<file path="src/rtl/dkp_pkg.sv">
// Package for the DNA k-mer 2-bit packer: item types, sequence state type,
// register indexes, reset values and the byte classifier.
// Used by every file of the block; depends on nothing.
`timescale 1ns / 1ps

package dkp_pkg;

   localparam int MAX_WORD_LEN       = 32;
   localparam int WORD_COUNT_WIDTH   = 16;
   localparam int WORD_LEN_WIDTH     = 6;
   localparam int WORD_CODE_WIDTH    = 64;
   localparam int PACK_WIDTH         = 2 * MAX_WORD_LEN;
   localparam int BASE_COUNT_WIDTH   = $clog2(MAX_WORD_LEN + 1);
   localparam int CSR_INDEX_WIDTH    = 1;
   localparam int CSR_DATA_WIDTH     = WORD_COUNT_WIDTH;

   localparam logic [WORD_LEN_WIDTH-1:0]   WORD_LEN_RESET      = WORD_LEN_WIDTH'(8);
   localparam logic [WORD_COUNT_WIDTH-1:0] WORDS_PER_SEQ_RESET = WORD_COUNT_WIDTH'(4);

   localparam logic [CSR_INDEX_WIDTH-1:0] CSR_WORD_LEN      = CSR_INDEX_WIDTH'(0);
   localparam logic [CSR_INDEX_WIDTH-1:0] CSR_WORDS_PER_SEQ = CSR_INDEX_WIDTH'(1);

   localparam logic [7:0] CHAR_NEWLINE = 8'h0A;

   typedef enum logic {
      KIND_WORD  = 1'b0,
      KIND_ABORT = 1'b1
   } kind_type;

   typedef enum logic [1:0] {
      CLS_BASE,
      CLS_NEWLINE,
      CLS_OTHER
   } char_class_type;

   typedef struct packed {
      char_class_type cls;
      logic [1:0]     code;
   } char_info_type;

   typedef struct packed {
      logic       new_region;
      logic [7:0] char_byte;
   } req_type;

   typedef struct packed {
      logic                       kind;
      logic [WORD_CODE_WIDTH-1:0] word_code;
      logic                       last_word;
   } rsp_type;

   typedef struct packed {
      logic                        active;
      logic [BASE_COUNT_WIDTH-1:0] base_count;
      logic [WORD_COUNT_WIDTH-1:0] word_count;
      logic [PACK_WIDTH-1:0]       pack;
   } seq_state_type;

   localparam seq_state_type SEQ_CLEAR = '{
      active:     1'b0,
      base_count: '0,
      word_count: '0,
      pack:       '0
   };

   function automatic char_info_type classify(input logic [7:0] b);
      char_info_type info;
      info.cls  = CLS_BASE;
      info.code = 2'd0;
      case (b)
         "A", "a": info.code = 2'd0;
         "T", "t": info.code = 2'd1;
         "C", "c": info.code = 2'd2;
         "G", "g": info.code = 2'd3;
         CHAR_NEWLINE: info.cls = CLS_NEWLINE;
         default: info.cls = CLS_OTHER;
      endcase
      return info;
   endfunction

endpackage

</file>
<file path="src/rtl/dkp_step.sv">
// Per-byte sequence logic of the k-mer packer: classifies one byte, shifts
// the base into the current word and updates the base and word counters.
// Purely combinational; depends on dkp_pkg.
`timescale 1ns / 1ps

module dkp_step (
   input  dkp_pkg::seq_state_type                  state,
   input  dkp_pkg::req_type                        req,
   input  logic [dkp_pkg::WORD_LEN_WIDTH-1:0]      word_len,
   input  logic [dkp_pkg::WORD_COUNT_WIDTH-1:0]    words_per_seq,
   output dkp_pkg::seq_state_type                  next_state,
   output logic                                    res_valid,
   output dkp_pkg::rsp_type                        res
);
   import dkp_pkg::*;

   seq_state_type               start;
   char_info_type               info;
   logic [BASE_COUNT_WIDTH-1:0] eff_word_len;
   logic [WORD_COUNT_WIDTH-1:0] eff_words;
   logic [BASE_COUNT_WIDTH-1:0] bases_next;
   logic [WORD_COUNT_WIDTH-1:0] words_next;
   logic [PACK_WIDTH-1:0]       pack_next;

   always_comb begin
      if (word_len == '0) begin
         eff_word_len = BASE_COUNT_WIDTH'(1);
      end else if (word_len > WORD_LEN_WIDTH'(MAX_WORD_LEN)) begin
         eff_word_len = BASE_COUNT_WIDTH'(MAX_WORD_LEN);
      end else begin
         eff_word_len = BASE_COUNT_WIDTH'(word_len);
      end
      eff_words = (words_per_seq == '0) ? WORD_COUNT_WIDTH'(1) : words_per_seq;
   end

   always_comb begin
      start = state;
      if (req.new_region) begin
         start        = SEQ_CLEAR;
         start.active = 1'b1;
      end
      info       = classify(req.char_byte);
      pack_next  = {start.pack[PACK_WIDTH-3:0], info.code};
      bases_next = start.base_count + BASE_COUNT_WIDTH'(1);
      words_next = start.word_count + WORD_COUNT_WIDTH'(1);

      next_state    = start;
      res_valid     = 1'b0;
      res.kind      = KIND_WORD;
      res.word_code = WORD_CODE_WIDTH'(pack_next);
      res.last_word = 1'b0;

      if (start.active) begin
         case (info.cls)
            CLS_NEWLINE: begin
               next_state = start;
            end
            CLS_BASE: begin
               if (bases_next < eff_word_len) begin
                  next_state.pack       = pack_next;
                  next_state.base_count = bases_next;
               end else begin
                  res_valid             = 1'b1;
                  next_state.pack       = '0;
                  next_state.base_count = '0;
                  next_state.word_count = words_next;
                  if (words_next >= eff_words) begin
                     res.last_word = 1'b1;
                     next_state    = SEQ_CLEAR;
                  end
               end
            end
            default: begin
               res_valid     = 1'b1;
               res.kind      = KIND_ABORT;
               res.word_code = '0;
               next_state    = SEQ_CLEAR;
            end
         endcase
      end
   end

endmodule

</file>
<file path="src/rtl/dna_kmer_2bit_packer.sv">
// Top level of the DNA k-mer 2-bit packer: configuration registers, sequence
// state registers and a two-entry result buffer. Depends on dkp_pkg, dkp_step.
//
// The block takes one text byte per cycle unless stalled and returns a result
// item for the byte that causes it: a packed word when word_len bases have
// been collected, or an abort item when a byte other than a base or a newline
// arrives. The whole per-byte update is one pass through the classifier, the
// 2-bit shift and the counter compare, so one item can be accepted every
// clock unless stalled. Results land in an output register backed by one skid
// entry; req_stall rises only while both are held by a stalled consumer.
// Configuration writes are always ready and take effect at once.
`timescale 1ns / 1ps

module dna_kmer_2bit_packer (
   input  logic                                  clock,
   input  logic                                  reset,
   input  logic                                  req_valid,
   output logic                                  req_stall,
   input  dkp_pkg::req_type                      req_payload,
   output logic                                  rsp_valid,
   input  logic                                  rsp_stall,
   output dkp_pkg::rsp_type                      rsp_payload,
   input  logic                                  csr_valid,
   output logic                                  csr_ready,
   input  logic [dkp_pkg::CSR_INDEX_WIDTH-1:0]   csr_index,
   input  logic [dkp_pkg::CSR_DATA_WIDTH-1:0]    csr_data
);
   import dkp_pkg::*;

   logic [WORD_LEN_WIDTH-1:0]   word_len_ff, word_len_in;
   logic [WORD_COUNT_WIDTH-1:0] words_per_seq_ff, words_per_seq_in;
   seq_state_type               state_ff, state_in, step_state;
   logic                        step_valid;
   rsp_type                     step_res;
   logic                        out_valid_ff, out_valid_in;
   rsp_type                     out_ff, out_in;
   logic                        skid_valid_ff, skid_valid_in;
   rsp_type                     skid_ff, skid_in;
   logic                        accept;
   logic                        out_free;
   logic                        res_valid;

   assign csr_ready = 1'b1;

   always_comb begin
      word_len_in      = word_len_ff;
      words_per_seq_in = words_per_seq_ff;
      if (csr_valid && csr_ready) begin
         case (csr_index)
            CSR_WORD_LEN:      word_len_in      = csr_data[WORD_LEN_WIDTH-1:0];
            CSR_WORDS_PER_SEQ: words_per_seq_in = csr_data[WORD_COUNT_WIDTH-1:0];
            default: ;
         endcase
      end
   end

   dkp_step u_step (
      .state         (state_ff),
      .req           (req_payload),
      .word_len      (word_len_ff),
      .words_per_seq (words_per_seq_ff),
      .next_state    (step_state),
      .res_valid     (step_valid),
      .res           (step_res)
   );

   assign req_stall = skid_valid_ff;
   assign accept    = req_valid && !req_stall;
   assign res_valid = accept && step_valid;
   assign out_free  = !out_valid_ff || !rsp_stall;

   always_comb begin
      state_in      = accept ? step_state : state_ff;
      out_valid_in  = out_valid_ff;
      out_in        = out_ff;
      skid_valid_in = skid_valid_ff;
      skid_in       = skid_ff;
      if (out_free) begin
         if (skid_valid_ff) begin
            out_valid_in  = 1'b1;
            out_in        = skid_ff;
            skid_valid_in = 1'b0;
         end else begin
            out_valid_in = res_valid;
            out_in       = step_res;
         end
      end else if (res_valid) begin
         skid_valid_in = 1'b1;
         skid_in       = step_res;
      end
   end

   always_ff @(posedge clock) begin
      if (reset) begin
         word_len_ff      <= WORD_LEN_RESET;
         words_per_seq_ff <= WORDS_PER_SEQ_RESET;
         state_ff         <= SEQ_CLEAR;
         out_valid_ff     <= 1'b0;
         skid_valid_ff    <= 1'b0;
      end else begin
         word_len_ff      <= word_len_in;
         words_per_seq_ff <= words_per_seq_in;
         state_ff         <= state_in;
         out_valid_ff     <= out_valid_in;
         skid_valid_ff    <= skid_valid_in;
      end
   end

   always_ff @(posedge clock) begin
      out_ff  <= out_in;
      skid_ff <= skid_in;
   end

   assign rsp_valid   = out_valid_ff;
   assign rsp_payload = out_ff;

endmodule

</file>
<file path="config.mk">
export PLATFORM = sky130hd
export DESIGN_NAME = dna_kmer_2bit_packer
export DESIGN_NICKNAME = d
export VERILOG_FILES = /design/src/rtl/dkp_pkg.sv /design/src/rtl/dkp_step.sv /design/src/rtl/dna_kmer_2bit_packer.sv
export SDC_FILE = /design/constraint.sdc
export NUM_CORES = 1
export LEC_CHECK = 0
export BUFFER_PORTS_ARGS = -buffer_cell sky130_fd_sc_hd__buf_2
export CORE_UTILIZATION = 40
export CTS_CLUSTER_DIAMETER = 200
export DETAILED_ROUTE_END_ITERATION = 16
export PLACE_DENSITY = 0.57
export SLEW_MARGIN = 20
export SYNTH_ARGS = -nofsm -noshare
export SYNTH_HDL_FRONTEND = slang
export SYNTH_SLANG_ARGS = --single-unit
</file>
<file path="constraint.sdc">
create_clock -name clock -period 16.74 [get_ports clock]
set_input_delay 5.022 -clock clock [delete_from_list [all_inputs] [get_ports clock]]
set_output_delay 5.022 -clock clock [all_outputs]
set_load 0.02 [all_outputs]
</file>
==> results of run 1 <==
-- state kept, by name (all words and copies together), names as in the netlist --
| register | cells |
|---|---|
| state_ff | 85 |
| rsp_payload | 66 |
| skid_ff | 66 |
| words_per_seq_ff | 16 |
| word_len_ff | 6 |
| req_stall | 1 |
| rsp_valid | 1 |
-- layer usage --
layer	up-vias	track usage
li1	3236	-
met1	3164	0.218
met2	120	0.249
met4	0	0.0343
met3	24	0.0286
met5	-	0
-- worst paths after layout --
check	start	end	slack, ps
worst max-delay path	req_payload[8]	state_ff[76]	7870
worst min-delay path	state_ff[61]	state_ff[61]	470
worst max register to register	state_ff[64]	state_ff[76]	12360
worst min register to register	state_ff[61]	state_ff[61]	470
-- layout make-up --
cell class / instances / area, um2 / share of cell area
Tap cell: 330 / 413 / 0.0350
Multi-Input combinational cell: 520 / 3820 / 0.324
Timing Repair Buffer: 106 / 551 / 0.0467
Clock inverter: 13 / 80.1 / 0.00680
Sequential cell: 241 / 6150 / 0.522
Clock buffer: 33 / 676 / 0.0573
Inverter: 25 / 93.8 / 0.00796
-- stage by stage --
step                      utilization  setup WS (ps)
after CTS                       0.469           7880
after global routing            0.469           7540
after global placement          0.439           7410
after detailed placement        0.439           7360
after floorplan                     -           6100
final                           0.469           7870
-- power groups by stage --
stage | logic, mW | clock network [mW] | registers (mW)
global placement | 0.0639 | 0 | 0.648
floorplan | 0.0327 | 0 | 0.657
CTS | 0.0642 | 0.526 | 0.635
detailed placement | 0.0640 | 0 | 0.648
global route | 0.0699 | 0.549 | 0.636
finish | 0.0634 | 0.508 | 0.635
-- worst reg2reg max path, cell delays in order (launching register included) --
cell and delay, ps:
dfxtp_1 380, nor2b_1 250, ha_1 270, and3_1 270
nand3_1 190, nor2_1 290, and3_1 230, xnor2_1 130
nor2_1 70, ha_1 320, o21ai_0 160, o21ai_1 80
a221oi_1 340, o21ai_2 300, nor4_4 670, a32oi_1 210
nor4_2 150
-- kinds of logic (layout without fill, tap and decap cells) --
| family | after synthesis | count (layout) | synth area share |
|---|---|---|---|
| buffers and inverters | 69 | 177 | 0.0280 |
| XOR/XNOR | 18 | 18 | 0.0154 |
| multiplexers | 72 | 72 | 0.0788 |
| adder cells (fa/ha/maj) | 23 | 23 | 0.0282 |
| other | 1 | 1 | 0.000367 |
| flip-flops | 241 | 241 | 0.601 |
| AND/OR/NAND/NOR | 242 | 242 | 0.126 |
| AO/OA/AOI/OAI | 164 | 164 | 0.122 |
-- cell usage after synthesis (all sizes together) (3+ instances only) --
cell type,number,share of area
edfxtp,132,0.39
dfxtp,109,0.21
a22o,66,0.057
and2,65,0.040
mux2,65,0.072
nand2,63,0.023
nor2,48,0.019
clkbuf,31,0.011
a21oi,29,0.014
inv,25,0.0092
ha,23,0.028
o21ai,20,0.011
buf,13,0.0075
nand3,12,0.0071
xnor2,12,0.010
nor2b,11,0.0075
nor3,11,0.0069
nor4,8,0.0070
mux2i,7,0.0069
nand2b,7,0.0043
a211oi,6,0.0044
a31oi,6,0.0043
o211ai,6,0.0044
xor2,6,0.0051
a22oi,5,0.0037
and3,5,0.0031
o311ai,3,0.0026
o31ai,3,0.0022
o41ai,3,0.0026
==> qor.yml, run 1 <==
synth_edf_count: 132
min_period_over_period: 0.530
num_vias: 6544
track_usage: 0.155
slowest_delay_ps: 670
start_util: 0.407
ctsResizeCount: 0
post-dp-hpwl_um: 12700
cts_post_setup_buffers_inserted: 0
max-cap-violations: 0
drt-total-wl_um: 20400
cp_top_family: "simple AND/OR/NAND/NOR gates"
holdWs_ps: 472
wl_met2_um: 9100
crit_chain: "buf_2 > buf_4 > nor2b_1 > ha_1 > and3_1 > nand3_1 > nor2_1 > and3_1 > xnor2_1 > nor2_1 > ha_1 > o21ai_0 > o21ai_1 > a221oi_1 > o21ai_2 > nor4_4 > a32oi_1 > nor4_2"
swShare: 0.225
viasPerCell: 5.16
hold_path_depth: 1
power_frac_clock: 0.421
clkSlewWorstSetupHoldPaths_ps: 60
wl_met1_um: 10100
io_pins: 100
fin_skew_ps: 13.5
worstSetupPathType: "primary input to register"
antenna_cells: 0
htree_levels: 1
cp.depth: 18
first_pass_iters: 4
fp.dieH_um: 162
cp-end-kind: "register"
pwr_density_cell_nw_per_um2: 102
cp_data_required_time_ps: 17170
clock_latency_ps: 510
syn_inst: 830
syn-num-nets: 884
met3_length_um: 906
layout_commonest_cell: "edfxtp_1"
fin_area_um2: 11800
wire_per_inst_um: 16.1
gp_congestion: 0.861
switching_power_mw: 0.272
drt_iter0_drc: 377
cp_max_fo: 40
yosysSeqAreaShare: 0.601
ys.flop_type: "edfxtp_1"
placed_area_um2: 11000
start_kind: "primary input"
finalNonFillerCells: 1268
synth.avg_cell_area_um2: 12.3
fp.dieW_um: 162
cts.sinks: 241
r2r_cells: 16
grt_antenna_before_repair: 0
clk_path_buf_depth: 3
grt_pass1_wl_um: 32900
critPathBufInv: 2
rsz0062_at_grt: "no"
rows: 58
crit_arrival_ps: 9300
cts_tree: "done"
root_buffer: "clkbuf_16"
netlist_area_um2: 10200
hp-class: "register to register"
overflow: 0
setup_viol: 0
power_leakage_nw: 4.76
synth_cell_types: 67
slowest_stage: "nor4_4"
drtAntennaViolNets: 0
portBuffers: 98
fillers: 2339
drive_above_1_share: 0.242
cts_made_buffers: 25
ir_drop_mv: 0.0790
comb_power_share: 0.052
grt_max_degree: 72
p_int_mw: 0.935
final_cell_mix: "edfxtp_1, dfxtp_1, buf_2, a22o_1, and2_1"
synthArstFlopShare: 0
grt_pass1_vias: 6344
hold_viol: 0
area_delta_synth_final_pct: 15.3
dp_cells: 1222
seqPwrFrac: 0.526
nets: 973
setup_tns_ps: 0
yosysWarnings: 0
core_um2: 25100
die-area_um2: 26200
slew_headroom: 0.330
cts.hold.buffers_added: 0
min_period_ps: 8870
final_max_slew_viol_count: 0
route.detailed.drc: 0
finalPower_mw: 1.21
ys_ff_latch: 241
highest_layer: "met4"
worst_pin_slew_ps: 1010
max_freq_ghz: 0.113
status: "finished, final reports clean"
(Power assumes the default switching activity.)
==> run 2: changes to the inputs <==
- PLACE_DENSITY: 0.57 -> 0.59
- clock period: 16.74 -> 8 ns (I/O delays scaled with it)
==> run 2 against run 1 <==
Sequential share of layout area shrank 0.47 points. Via count grew 0.83%. Clock skew shrank 6.0 ps. Register-to-register slack lost 8900 ps. Critical path depth shrank 1.
==> qor.yml, run 2 (same netlist as run 1, synthesis figures left out) <==
cts_post_setup_buffers_inserted: 0  # unchanged
portBuffers: 98  # unchanged
holdPathEnd: "words_per_seq_ff[0]"  # was state_ff[61]
antenna_cells: 0  # unchanged
fp.dieW_um: 162  # unchanged
top_register: "state_ff"  # unchanged
viasPerCell: 5.20  # was 5.16
hp-class: "register to register"  # unchanged
pwr_density_cell_nw_per_um2: 224  # was 102 nW/um2
setup_viol: 0  # unchanged
ctsResizeCount: 0  # unchanged
slowest_delay_ps: 660  # was 670 ps
wire_per_inst_um: 16.3  # was 16.1 um
worst_pin_slew_ps: 1000  # was 1010 ps
num_vias: 6598  # was 6544
min_period_over_period: 0.784
root_buffer: "clkbuf_16"  # unchanged
power_frac_clock: 0.451  # was 0.421
grt_pass1_wl_um: 33300  # was 32900 um
status: "finished, final reports clean"  # unchanged
critPathBufInv: 1  # was 2
fp.dieH_um: 162  # unchanged
slowest_stage: "nor4_4"  # unchanged
r2r_cells: 16  # unchanged
cp_data_required_time_ps: 8440  # was 17170 ps
start_util: 0.407  # unchanged
rr_endpoint: "state_ff[76]"  # unchanged
setup_tns_ps: 0  # unchanged
clk_path_buf_depth: 3  # unchanged
largest_reg_flops: 85  # unchanged
seqPwrFrac: 0.500  # was 0.526
track_usage: 0.157  # was 0.155
final_max_slew_viol_count: 0  # unchanged
first_pass_iters: 4  # unchanged
crit_chain: "buf_2 > nor2b_1 > ha_1 > and3_1 > nand3_1 > nor2_1 > and3_1 > xnor2_1 > nor2_1 > ha_1 > o21ai_0 > o21ai_1 > a221oi_1 > o21ai_2 > nor4_4 > a32oi_1 > nor4_2"  # was buf_2 > buf_4 > nor2b_1 > ha_1 > and3_1 > nand3_1 > nor2_1 > and3_1 > xnor2_1 > nor2_1 > ha_1 > o21ai_0 > o21ai_1 > a221oi_1 > o21ai_2 > nor4_4 > a32oi_1 > nor4_2
holdWs_ps: 473  # was 472 ps
area.sequential_um2: 6150  # unchanged
multiInputGateArea_um2: 3820  # unchanged
reg2reg_slack_ps: 3430  # was 12360 ps
grt_antenna_before_repair: 0  # unchanged
max_freq_ghz: 0.159
post-dp-hpwl_um: 13100  # was 12700 um
layout_commonest_cell: "edfxtp_1"  # unchanged
die-area_um2: 26200  # unchanged
rsz0062_at_grt: "no"  # unchanged
crit_arrival_ps: 6720  # was 9300 ps
fillers: 2295  # was 2339
nets: 973  # unchanged
worstHoldStart: "words_per_seq_ff[0]"  # was state_ff[61]
min_period_ps: 6270
comb_power_share: 0.049  # was 0.052
setup_ws_ps: 1730  # was 7870 ps
p_int_mw: 2.07  # was 0.935 mW
slew_headroom: 0.333  # was 0.330
cts.hold.buffers_added: 0  # unchanged
drt-total-wl_um: 20700  # was 20400 um
cts_tree: "done"  # unchanged
pre_cts_slack_ps: 1270  # was 7360 ps
cts_made_buffers: 26  # was 25
grt_pass1_vias: 6214  # was 6344
cts.sinks: 241  # unchanged
route.detailed.drc: 0  # unchanged
hold_path_depth: 2  # was 1
final_cell_mix: "edfxtp_1, dfxtp_1, buf_2, a22o_1, and2_1"  # unchanged
max-cap-violations: 0  # unchanged
utilization: 0.474  # was 0.469
start_kind: "primary input"  # unchanged
swShare: 0.222  # was 0.225
drtAntennaViolNets: 0  # unchanged
core_um2: 25100  # unchanged
rows: 58  # unchanged
cp_max_fo: 17  # was 40
area_delta_synth_final_pct: 16.3  # was 15.3%
fin_skew_ps: 7.52  # was 13.5 ps
r2r_start: "state_ff[64]"  # unchanged
grt_max_degree: 73  # was 72
htree_levels: 1  # unchanged
io_pins: 100  # unchanged
gp_congestion: 0.866  # was 0.861
clkSlewWorstSetupHoldPaths_ps: 60  # about the same
cp_top_family: "simple AND/OR/NAND/NOR gates"  # unchanged
ir_drop_mv: 0.154  # was 0.0790 mV
drt_iter0_drc: 469  # was 377
fin_area_um2: 11900  # was 11800 um2
placed_area_um2: 11000  # about the same
switching_power_mw: 0.593  # was 0.272 mW
cp-end-kind: "register"  # unchanged
power_leakage_nw: 4.81  # was 4.76 nW
clock_latency_ps: 530  # was 510 ps
hold_viol: 0  # unchanged
drive_above_1_share: 0.246  # was 0.242
overflow: 0  # unchanged
worstSetupPathType: "primary input to register"  # unchanged
-- run 2: worst register-to-register path: cells and delay by family, from the launching register on --
kind / cells / cell delay, ps
AO/OA/AOI/OAI: 5 / 1210
XOR/XNOR: 1 / 130
adder cells (fa/ha/maj): 2 / 620
flip-flops: 1 / 380
AND/OR/NAND/NOR: 8 / 2150
-- run 2: power by group through the flow --
stage | Sequential [mW] | Clock [mW] | Combinational (mW)
final | 1.33 | 1.20 | 0.131
after global routing | 1.33 | 1.28 | 0.144
after CTS | 1.33 | 1.23 | 0.133
after detailed placement | 1.36 | 0 | 0.132
after global placement | 1.36 | 0 | 0.132
after floorplan | 1.37 | 0 | 0.0686
-- run 2: worst max path at each step --
stage,startpoint,end,slack (ps),cells past startpoint
CTS,req_payload[8],state_ff[76],1800,17
global route,req_payload[8],state_ff[76],1240,17
detailed placement,req_payload[8],state_ff[76],1270,17
floorplan,req_payload[8],skid_ff[0],70,12
global placement,req_payload[8],state_ff[76],1320,17
finish,req_payload[8],state_ff[76],1730,17
-- run 2: through the flow --
step,total power [mW],instances
global route,2.75,1269
finish,2.66,1269
global placement,1.49,1221
detailed placement,1.49,1221
floorplan,1.44,830
CTS,2.70,1269
-- run 2: final cells by class --
type	instances	area share
flip-flops and latches	241	0.517
multi-input cells	520	0.321
clock buffers	36	0.0621
repair buffers	105	0.0457
well taps	330	0.0347
clock inverters	12	0.0110
inverters	25	0.00789
-- run 2: routing by layer --
metal / GRT usage / routed length [um] / vias to the layer above
met5: 0 / 0 / -
met4: 0.0493 / 550 / 0
met3: 0.0253 / 945 / 40
met1: 0.220 / 9730 / 3151
met2: 0.250 / 9430 / 160
li1: - / - / 3247
